==> config.mk <==
export PLATFORM = sky130hd
export DESIGN_NAME = block_rms_level_meter
export DESIGN_NICKNAME = d
export VERILOG_FILES = /design/src/hdl/rmslm_pkg.sv /design/src/hdl/block_rms_level_meter.sv /design/src/hdl/rmslm_dp.sv /design/src/hdl/rmslm_ctrl.sv
export SDC_FILE = /design/constraint.sdc
export NUM_CORES = 2
export LEC_CHECK = 0
export BUFFER_PORTS_ARGS = -buffer_cell sky130_fd_sc_hd__buf_4
export CAP_MARGIN = 5
export CELL_PAD_IN_SITES_DETAIL_PLACEMENT = 2
export CELL_PAD_IN_SITES_GLOBAL_PLACEMENT = 2
export CORE_UTILIZATION = 45
export DETAILED_ROUTE_END_ITERATION = 8
export PLACE_DENSITY_LB_ADDON = 0.08
export SLEW_MARGIN = 20
export SYNTH_ARGS = -nofsm -noshare
export SYNTH_HDL_FRONTEND = slang
export SYNTH_SLANG_ARGS = --single-unit
==> constraint.sdc <==
create_clock -name clk -period 19.45 [get_ports clk]
set_input_delay 3.89 -clock clk [delete_from_list [all_inputs] [get_ports clk]]
set_output_delay 3.89 -clock clk [all_outputs]
set_load 0.005 [all_outputs]
==> src/hdl/rmslm_pkg.sv <==
`timescale 1ns / 1ps
`default_nettype none

package rmslm_pkg;

	localparam int SAMPLE_W   = 16;
	localparam int RMS_W      = 15;
	localparam int SUM_W      = 40;
	localparam int ACC_W      = 32;
	localparam int MUL_A_W    = 32;
	localparam int MUL_B_W    = 16;
	localparam int MUL_P_W    = MUL_A_W + MUL_B_W;
	localparam int SQ_W       = 32;                 // one square fits in 2^30
	localparam int DVD_W      = SUM_W - 3;          // sum / 8 before dividing by n
	localparam int DIV_STEPS  = DVD_W;
	localparam int RAD_W      = DVD_W + (DVD_W % 2);
	localparam int ROOT_W     = RAD_W / 2;
	localparam int SQRT_STEPS = ROOT_W;
	localparam int SREM_W     = ROOT_W + 3;
	localparam int ITER_W     = $clog2(DIV_STEPS);
	localparam int TDATA_W    = 32;
	localparam int MAX_FRAMES_DEF = 512;

	localparam logic [RMS_W-1:0]   RMS_MAX  = 15'd16384;
	localparam logic [MUL_B_W-1:0] COEF_OLD = 16'd60948;
	localparam logic [MUL_B_W-1:0] COEF_NEW = 16'd4588;

	typedef enum logic [1:0] {
		MUL_LEFT,
		MUL_RIGHT,
		MUL_OLD,
		MUL_NEW
	} mul_sel_t;

	typedef enum logic [3:0] {
		ST_IDLE,
		ST_SQ_L,
		ST_SQ_R,
		ST_ACC,
		ST_DIV_INIT,
		ST_DIV,
		ST_SQRT_INIT,
		ST_SQRT,
		ST_MUL_OLD,
		ST_MUL_NEW,
		ST_UPD,
		ST_EMIT
	} state_t;

	typedef struct packed {
		logic     load_in;
		logic     mul_en;
		mul_sel_t mul_sel;
		logic     add_sq;
		logic     count_inc;
		logic     div_init;
		logic     div_step;
		logic     sqrt_init;
		logic     sqrt_step;
		logic     wsum_load;
		logic     acc_update;
		logic     clear_block;
		logic     load_out;
	} cmd_t;

	typedef struct packed {
		logic last;
	} status_t;

endpackage

`default_nettype wire

==> src/hdl/block_rms_level_meter.sv <==
// Block RMS level meter. Each request on the input stream is one stereo frame
// (two signed Q1.15 samples); tlast closes a block. Samples are halved and
// squared and summed over the block (only the first MAX_FRAMES frames of a
// block count; the sum saturates at 2^40-1). On the closing frame the block
// emits one result request: block_rms = floor(sqrt(sum / (8*n))) clamped to
// 16384, and smoothed_level, the integer part of 0.93*old + 0.07*new in
// Q0.16 weights (60948, 4588), rounded down. The block works on one frame at
// a time: a frame that does not close a block is accepted, its two squares
// go through one shared multiplier, and they are accumulated. A closing frame
// then runs the bit-serial divider (37 steps) and the two-bits-per-step
// square root (19 steps), followed by the smoothing multiplies.
// The result sits in an output register, so the next frame is accepted while
// a result still waits; a second result waits until the first is taken.
`timescale 1ns / 1ps
`default_nettype none

module block_rms_level_meter #(
	parameter int MAX_FRAMES = rmslm_pkg::MAX_FRAMES_DEF   // 1..4096
) (
	input  wire                                  clk,
	input  wire                                  arst_n,
	// frame input
	input  wire logic                            s_axis_tvalid,
	output logic                                 s_axis_tready,
	input  wire logic [rmslm_pkg::TDATA_W-1:0]   s_axis_tdata,  // [15:0] left_sample, [31:16] right_sample
	input  wire logic                            s_axis_tlast,  // last_frame
	// block result
	output logic                                 m_axis_tvalid,
	input  wire logic                            m_axis_tready,
	output logic [rmslm_pkg::TDATA_W-1:0]        m_axis_tdata   // [14:0] block_rms, [29:15] smoothed_level, [31:30] zero
);

	localparam int CNT_W = $clog2(MAX_FRAMES + 1);

	rmslm_pkg::cmd_t                    cmd;
	rmslm_pkg::status_t                 status;
	logic [rmslm_pkg::RMS_W-1:0]        out_rms, out_level;

	// sequencer: handshakes, iteration count, command strobes
	rmslm_ctrl u_ctrl (
		.clk       (clk),
		.arst_n    (arst_n),
		.in_valid  (s_axis_tvalid),
		.in_ready  (s_axis_tready),
		.out_valid (m_axis_tvalid),
		.out_ready (m_axis_tready),
		.status    (status),
		.cmd       (cmd)
	);

	// accumulator, shared multiplier, divider, root, smoothing state
	rmslm_dp #(
		.MAX_FRAMES (MAX_FRAMES),
		.CNT_W      (CNT_W)
	) u_dp (
		.clk       (clk),
		.arst_n    (arst_n),
		.cmd       (cmd),
		.in_left   (s_axis_tdata[15:0]),
		.in_right  (s_axis_tdata[31:16]),
		.in_last   (s_axis_tlast),
		.status    (status),
		.out_rms   (out_rms),
		.out_level (out_level)
	);

	assign m_axis_tdata = {2'b00, out_level, out_rms};

endmodule

`default_nettype wire

==> src/hdl/rmslm_dp.sv <==
`timescale 1ns / 1ps
`default_nettype none

module rmslm_dp #(
	parameter int MAX_FRAMES = rmslm_pkg::MAX_FRAMES_DEF,
	parameter int CNT_W      = $clog2(MAX_FRAMES + 1)
) (
	input  wire                                   clk,
	input  wire                                   arst_n,
	input  wire rmslm_pkg::cmd_t                  cmd,
	input  wire logic [rmslm_pkg::SAMPLE_W-1:0]   in_left,
	input  wire logic [rmslm_pkg::SAMPLE_W-1:0]   in_right,
	input  wire logic                             in_last,
	output rmslm_pkg::status_t                    status,
	output logic [rmslm_pkg::RMS_W-1:0]           out_rms,
	output logic [rmslm_pkg::RMS_W-1:0]           out_level
);

	localparam int SW = rmslm_pkg::SAMPLE_W;

	logic [SW-1:0]                     left_q, right_q;
	logic                              last_q, counted_q;
	logic [rmslm_pkg::SUM_W-1:0]       sum_q;
	logic [CNT_W-1:0]                  cnt_q;
	logic [rmslm_pkg::ACC_W-1:0]       acc_q, wsum_q;
	logic [rmslm_pkg::MUL_P_W-1:0]     mul_q;
	logic [rmslm_pkg::DVD_W-1:0]       dvd_q;
	logic [CNT_W-1:0]                  drem_q;
	logic [rmslm_pkg::RAD_W-1:0]       rad_q;
	logic [rmslm_pkg::SREM_W-1:0]      srem_q;
	logic [rmslm_pkg::ROOT_W-1:0]      root_q;
	logic [rmslm_pkg::RMS_W-1:0]       rms_out_q, lvl_out_q;

	logic [SW-1:0]                     left_mag, right_mag;
	logic [rmslm_pkg::MUL_A_W-1:0]     mul_a;
	logic [rmslm_pkg::MUL_B_W-1:0]     mul_b;
	logic [rmslm_pkg::SUM_W:0]         sum_nxt;
	logic [CNT_W:0]                    dshift;
	logic                              dge;
	logic [rmslm_pkg::SREM_W-1:0]      sshift, strial;
	logic                              sge;
	logic [rmslm_pkg::RMS_W-1:0]       rms_clamp;
	logic [rmslm_pkg::ACC_W-1:0]       acc_nxt;

	// magnitude of a Q1.15 sample; -1.0 maps to 0x8000
	assign left_mag  = left_q[SW-1]  ? SW'(~left_q + 1'b1)  : left_q;
	assign right_mag = right_q[SW-1] ? SW'(~right_q + 1'b1) : right_q;

	// shared multiplier: squares, then the two smoothing weights
	always_comb begin
		unique case (cmd.mul_sel)
			rmslm_pkg::MUL_LEFT: begin
				mul_a = rmslm_pkg::MUL_A_W'(left_mag);
				mul_b = left_mag;
			end
			rmslm_pkg::MUL_RIGHT: begin
				mul_a = rmslm_pkg::MUL_A_W'(right_mag);
				mul_b = right_mag;
			end
			rmslm_pkg::MUL_OLD: begin
				mul_a = acc_q;
				mul_b = rmslm_pkg::COEF_OLD;
			end
			rmslm_pkg::MUL_NEW: begin
				mul_a = rmslm_pkg::MUL_A_W'(rms_clamp);
				mul_b = rmslm_pkg::COEF_NEW;
			end
			default: begin
				mul_a = '0;
				mul_b = '0;
			end
		endcase
	end

	// saturating square accumulate
	assign sum_nxt = {1'b0, sum_q} + (rmslm_pkg::SUM_W + 1)'(mul_q[rmslm_pkg::SQ_W-1:0]);

	// restoring divide, one quotient bit per step
	assign dshift = {drem_q, dvd_q[rmslm_pkg::DVD_W-1]};
	assign dge    = dshift >= {1'b0, cnt_q};

	// floor square root, two radicand bits per step
	assign sshift = {srem_q[rmslm_pkg::SREM_W-3:0], rad_q[rmslm_pkg::RAD_W-1 -: 2]};
	assign strial = rmslm_pkg::SREM_W'({root_q, 2'b01});
	assign sge    = sshift >= strial;

	assign rms_clamp = (root_q > rmslm_pkg::ROOT_W'(rmslm_pkg::RMS_MAX)) ?
		rmslm_pkg::RMS_MAX : root_q[rmslm_pkg::RMS_W-1:0];

	// floor((acc*old + rms*new*2^16) / 2^16) = floor(acc*old / 2^16) + rms*new
	assign acc_nxt = wsum_q + mul_q[rmslm_pkg::ACC_W-1:0];

	always_ff @(posedge clk or negedge arst_n) begin
		if (!arst_n) begin
			sum_q <= '0;
			cnt_q <= '0;
			acc_q <= '0;
		end else begin
			if (cmd.add_sq && counted_q) begin
				sum_q <= sum_nxt[rmslm_pkg::SUM_W] ? '1 : sum_nxt[rmslm_pkg::SUM_W-1:0];
			end
			if (cmd.count_inc && counted_q) begin
				cnt_q <= cnt_q + 1'b1;
			end
			if (cmd.clear_block) begin
				sum_q <= '0;
				cnt_q <= '0;
			end
			if (cmd.acc_update) begin
				acc_q <= acc_nxt;
			end
		end
	end

	always_ff @(posedge clk) begin
		if (cmd.load_in) begin
			left_q    <= in_left;
			right_q   <= in_right;
			last_q    <= in_last;
			counted_q <= cnt_q < CNT_W'(MAX_FRAMES);
		end
		if (cmd.mul_en) begin
			mul_q <= mul_a * mul_b;
		end
		if (cmd.div_init) begin
			dvd_q  <= sum_q[rmslm_pkg::SUM_W-1:3];
			drem_q <= '0;
		end else if (cmd.div_step) begin
			dvd_q  <= {dvd_q[rmslm_pkg::DVD_W-2:0], dge};
			drem_q <= dge ? CNT_W'(dshift - {1'b0, cnt_q}) : dshift[CNT_W-1:0];
		end
		if (cmd.sqrt_init) begin
			rad_q  <= rmslm_pkg::RAD_W'(dvd_q);
			srem_q <= '0;
			root_q <= '0;
		end else if (cmd.sqrt_step) begin
			rad_q  <= {rad_q[rmslm_pkg::RAD_W-3:0], 2'b00};
			srem_q <= sge ? (sshift - strial) : sshift;
			root_q <= {root_q[rmslm_pkg::ROOT_W-2:0], sge};
		end
		if (cmd.wsum_load) begin
			wsum_q <= mul_q[rmslm_pkg::MUL_P_W-1:16];
		end
		if (cmd.load_out) begin
			rms_out_q <= rms_clamp;
			lvl_out_q <= acc_q[16 +: rmslm_pkg::RMS_W];
		end
	end

	assign status.last = last_q;
	assign out_rms     = rms_out_q;
	assign out_level   = lvl_out_q;

endmodule

`default_nettype wire

==> src/hdl/rmslm_ctrl.sv <==
`timescale 1ns / 1ps
`default_nettype none

module rmslm_ctrl (
	input  wire                     clk,
	input  wire                     arst_n,
	input  wire logic               in_valid,
	output logic                    in_ready,
	output logic                    out_valid,
	input  wire logic               out_ready,
	input  wire rmslm_pkg::status_t status,
	output rmslm_pkg::cmd_t         cmd
);

	localparam logic [rmslm_pkg::ITER_W-1:0] DIV_LAST  =
		rmslm_pkg::ITER_W'(rmslm_pkg::DIV_STEPS - 1);
	localparam logic [rmslm_pkg::ITER_W-1:0] SQRT_LAST =
		rmslm_pkg::ITER_W'(rmslm_pkg::SQRT_STEPS - 1);

	rmslm_pkg::state_t             state_q, state_nxt;
	logic [rmslm_pkg::ITER_W-1:0]  iter_q;
	logic                          out_valid_q;
	logic                          out_free;

	assign out_free = !out_valid_q || out_ready;

	always_comb begin
		state_nxt = state_q;
		unique case (state_q)
			rmslm_pkg::ST_IDLE:      if (in_valid) state_nxt = rmslm_pkg::ST_SQ_L;
			rmslm_pkg::ST_SQ_L:      state_nxt = rmslm_pkg::ST_SQ_R;
			rmslm_pkg::ST_SQ_R:      state_nxt = rmslm_pkg::ST_ACC;
			rmslm_pkg::ST_ACC:       state_nxt = status.last ? rmslm_pkg::ST_DIV_INIT
			                                                 : rmslm_pkg::ST_IDLE;
			rmslm_pkg::ST_DIV_INIT:  state_nxt = rmslm_pkg::ST_DIV;
			rmslm_pkg::ST_DIV:       if (iter_q == DIV_LAST) state_nxt = rmslm_pkg::ST_SQRT_INIT;
			rmslm_pkg::ST_SQRT_INIT: state_nxt = rmslm_pkg::ST_SQRT;
			rmslm_pkg::ST_SQRT:      if (iter_q == SQRT_LAST) state_nxt = rmslm_pkg::ST_MUL_OLD;
			rmslm_pkg::ST_MUL_OLD:   state_nxt = rmslm_pkg::ST_MUL_NEW;
			rmslm_pkg::ST_MUL_NEW:   state_nxt = rmslm_pkg::ST_UPD;
			rmslm_pkg::ST_UPD:       state_nxt = rmslm_pkg::ST_EMIT;
			rmslm_pkg::ST_EMIT:      if (out_free) state_nxt = rmslm_pkg::ST_IDLE;
			default:                 state_nxt = rmslm_pkg::ST_IDLE;
		endcase
	end

	always_comb begin
		cmd         = '0;
		cmd.mul_sel = rmslm_pkg::MUL_LEFT;
		in_ready    = 1'b0;
		unique case (state_q)
			rmslm_pkg::ST_IDLE: begin
				in_ready    = 1'b1;
				cmd.load_in = in_valid;
			end
			rmslm_pkg::ST_SQ_L: begin
				cmd.mul_en = 1'b1;
			end
			rmslm_pkg::ST_SQ_R: begin
				cmd.mul_en  = 1'b1;
				cmd.mul_sel = rmslm_pkg::MUL_RIGHT;
				cmd.add_sq  = 1'b1;
			end
			rmslm_pkg::ST_ACC: begin
				cmd.add_sq    = 1'b1;
				cmd.count_inc = 1'b1;
			end
			rmslm_pkg::ST_DIV_INIT:  cmd.div_init  = 1'b1;
			rmslm_pkg::ST_DIV:       cmd.div_step  = 1'b1;
			rmslm_pkg::ST_SQRT_INIT: cmd.sqrt_init = 1'b1;
			rmslm_pkg::ST_SQRT:      cmd.sqrt_step = 1'b1;
			rmslm_pkg::ST_MUL_OLD: begin
				cmd.mul_en      = 1'b1;
				cmd.mul_sel     = rmslm_pkg::MUL_OLD;
				cmd.clear_block = 1'b1;
			end
			rmslm_pkg::ST_MUL_NEW: begin
				cmd.mul_en    = 1'b1;
				cmd.mul_sel   = rmslm_pkg::MUL_NEW;
				cmd.wsum_load = 1'b1;
			end
			rmslm_pkg::ST_UPD:  cmd.acc_update = 1'b1;
			rmslm_pkg::ST_EMIT: cmd.load_out   = out_free;
			default: ;
		endcase
	end

	always_ff @(posedge clk or negedge arst_n) begin
		if (!arst_n) begin
			state_q     <= rmslm_pkg::ST_IDLE;
			iter_q      <= '0;
			out_valid_q <= 1'b0;
		end else begin
			state_q <= state_nxt;
			if ((state_q == rmslm_pkg::ST_DIV) || (state_q == rmslm_pkg::ST_SQRT)) begin
				iter_q <= (state_nxt == state_q) ? iter_q + 1'b1 : '0;
			end else begin
				iter_q <= '0;
			end
			if ((state_q == rmslm_pkg::ST_EMIT) && out_free) begin
				out_valid_q <= 1'b1;
			end else if (out_ready) begin
				out_valid_q <= 1'b0;
			end
		end
	end

	assign out_valid = out_valid_q;

endmodule

`default_nettype wire

==> results_dict.tcl <==
set metrics [dict create \
    rows 100 \
    synth_compound_area_share_pct 11.1 \
    synthMuxAreaShare_pct 0.590 \
    clock_skew_ps 43.2 \
    rsz0062_at_grt "no" \
    power.density_nw_per_um2 148 \
    start_util_pct 45.6 \
    max-clock-path-buffers 3 \
    crit_type "reg -> reg" \
    syn_area_per_cell_um2 9.47 \
    grt_max_degree 66 \
    crit_buf_inv 6 \
    synth_adder_area_share_pct 33.0 \
    ys_types 77 \
    synth_top_family_by_area "adder cells" \
    cts_setup_buffers 0 \
    post-route-period-util_pct 56.1 \
    grt_pass1_wl_um 184000 \
    critPathLaunchType "flop" \
    r2r_slack_ps 8530 \
    critPathCaptureType "flop" \
    grt.total_usage_pct 31.0 \
    cts_root_buffer "clkbuf_16" \
    synth_edf_count 218 \
    dpl.hpwl_um 91200 \
    synth-xor-area-share_pct 4.03 \
    cp_common_cell "fa_1" \
    setup_viol 0 \
    layout_commonest_cell "inv_1" \
    fin_area_um2 37500 \
    finalPower_w 0.00556 \
    num_io_pins 71 \
    arrival_ps 11260 \
    portBuffers 68 \
    die_h_um 277 \
    tightestPinTransition_ps 1130 \
    synth-simple-area-share_pct 14.0 \
    ys_async_sr_fraction_pct 25.8 \
    fillers 7875 \
    die-area_um2 76500 \
    critPathMaxStageDelay_ps 1060 \
    num_antenna_cells 0 \
    fmax_mhz 91.6 \
    synth_ff_type "edfxtp_1" \
    cpMaxStageDelayCell "dfrtp_1" \
    hold_class "reg -> reg" \
    drive_gt1_share_pct 5.42 \
    p_leak_nw 17.7 \
    vdd_drop_max_uv 148 \
    clock_latency_ps 620 \
    synthesis.instances 3583 \
    period_minus_slack_ps 10920 \
    layout_common_cells "608 x inv_1, 551 x nand2_1, 421 x fa_1, 220 x ha_1, 218 x edfxtp_1" \
    drv_slew 0 \
    yosys_warnings 0 \
    cp_top_family "adder cells" \
    timing.max_cap.violations 0 \
    syn2layout_area_growth_pct 10.5 \
    viasPerCell 5.57 \
    placed_area_um2 36000 \
    synth_top_cell_area_share_pct 24.8 \
    ys_seq_elements 361 \
    finalSetupTns_ps 0 \
    status "finished clean" \
    drt_iter0_drc 1256 \
    grt_pass1_vias 31400 \
    path_clk_slew_ps 60 \
    critPathRequiredTime_ps 19790 \
    ctsResizeCount 0 \
    synth_seq_area_share_pct 29.1 \
    antenna_found_initial 0 \
    coreArea_um2 74400 \
    routedWlPerCell_um 24.3 \
    nNetsFinal 4420 \
    cts_tree "built" \
    crit_fanout 36 \
    chipWidth_um 277 \
    ant_nets 0 \
    gr-total-overflow 0 \
    place_congestion 0.890 \
    clkSinkCount 361 \
    h-tree-depth 2 \
    yosys-top-cells-area "fa_1 25%, edfxtp_1 19%, ha_1 8.1%, dfrtp_1 6.9%, inv_1 6.7%" \
    drc_errors 0 \
    synth_top_area_cell "fa_1" \
    hold_violations 0 \
    dr.pass1.iters 5 \
    cts_inserted_buffers 45 \
    hold_buffers 0 \
    via_count 26400 \
    relSlewSlack_pct 24.6 \
    syn-cell-area_um2 33900 \
    wl_um 115000 \
]
[flip-flops by register name (all words and copies together), names as in the netlist, 19 cells and up]
name	count
u_dp.sum_q	40
u_dp.dvd_q	37
u_dp.mul_q	48
u_dp.acc_q	32
u_dp.root_q	19
u_dp.rad_q	38
u_dp.wsum_q	32
u_dp.srem_q	20
[cells in the mapped netlist (all sizes together) (15+ instances only)]
cell    number
nor3        45
fa         421
a22o        17
nand3       57
nand4       18
and2        51
inv        608
nor2b       31
o21ai      142
and3        21
dfxtp       50
o31ai       15
dfrtp       93
nand2      551
nand2b      37
a21o        76
edfxtp     218
a21oi      173
mux2i       20
ha         220
clkbuf     109
xnor2       82
a211oi      18
o21a        21
nor2       208
xor2        74
a31oi       37
[where the power goes]
group	total (W)	switching [W]	internal (W)	leakage [nW]
logic	0.00328	0.00200	0.00128	13.3
clock network	0.000856	0.000372	0.000484	0.725
registers	0.00143	0.000243	0.00118	3.62
[path summary, 6_finish.rpt]
| path | start | end | depth (start not counted) |
|---|---|---|---|
| worst max-delay path | u_ctrl.state_q[0] | u_dp.mul_q[44] | 29 |
| max in group asynchronous | arst_n | u_dp.acc_q[25] | 2 |
| worst max register to register | u_ctrl.state_q[0] | u_dp.mul_q[44] | 29 |
| worst min-delay path | u_dp.mul_q[42] | u_dp.wsum_q[26] | 0 |
| min in group asynchronous | arst_n | u_dp.cnt_q[7] | 1 |
| worst min register to register | u_dp.mul_q[42] | u_dp.wsum_q[26] | 0 |
[area by class of cell]
| class | count | area, µm² | area share [%] |
|---|---|---|---|
| Multi-Input combinational cell | 2621 | 21800 | 58.3 |
| Sequential cell | 361 | 9870 | 26.4 |
| Inverter | 610 | 2290 | 6.11 |
| Tap cell | 969 | 1210 | 3.24 |
| Clock buffer | 55 | 1190 | 3.19 |
| Timing Repair Buffer | 103 | 773 | 2.06 |
| Clock inverter | 29 | 299 | 0.798 |
[routing by layer]
layer | wire (µm) | vias to the layer above | share of wire (%) | GRT usage (%)
met5 | 0 | - | 0 | 0
met4 | 3910 | 0 | 3.4 | 10.2
met3 | 4120 | 213 | 3.6 | 2.80
met2 | 61400 | 526 | 53 | 57.8
met1 | 45800 | 13900 | 40 | 37.2
li1 | - | 11800 | - | -
[worst reg2reg max path: cells and delay by family (launching register included)]
| kind | cells | cell delay (ps) |
|---|---|---|
| XOR/XNOR | 1 | 110 |
| buffers and inverters | 6 | 1180 |
| flip-flops | 1 | 1060 |
| adder cells (fa/ha/maj) | 7 | 3490 |
| AO/OA/AOI/OAI | 8 | 2310 |
| AND/OR/NAND/NOR | 7 | 2490 |
[cell families after synthesis]
kind of cell | count (synthesis)
adders and majority gates | 641
xor gates and xnor gates | 156
AOI/OAI and AO/OA | 597
and+or+nand+nor | 1073
muxes | 20
other | 2
buffers and inverters | 733
DFF | 361
[stage by stage]
step           std cells  utilization, %  setup WS (ps)  hold slack [ps]
6_report            4748            50.3           8530              418
5_1_grt             4748            50.3           7900              425
4_1_cts             4748            50.3           8520              420
3_5_place_dp        4664            48.3           8770              406
3_3_place_gp        4664            48.3           9460              407
2_1_floorplan       3715               -           9220              400
No activity file was read; power rests on OpenSTA's default activity.
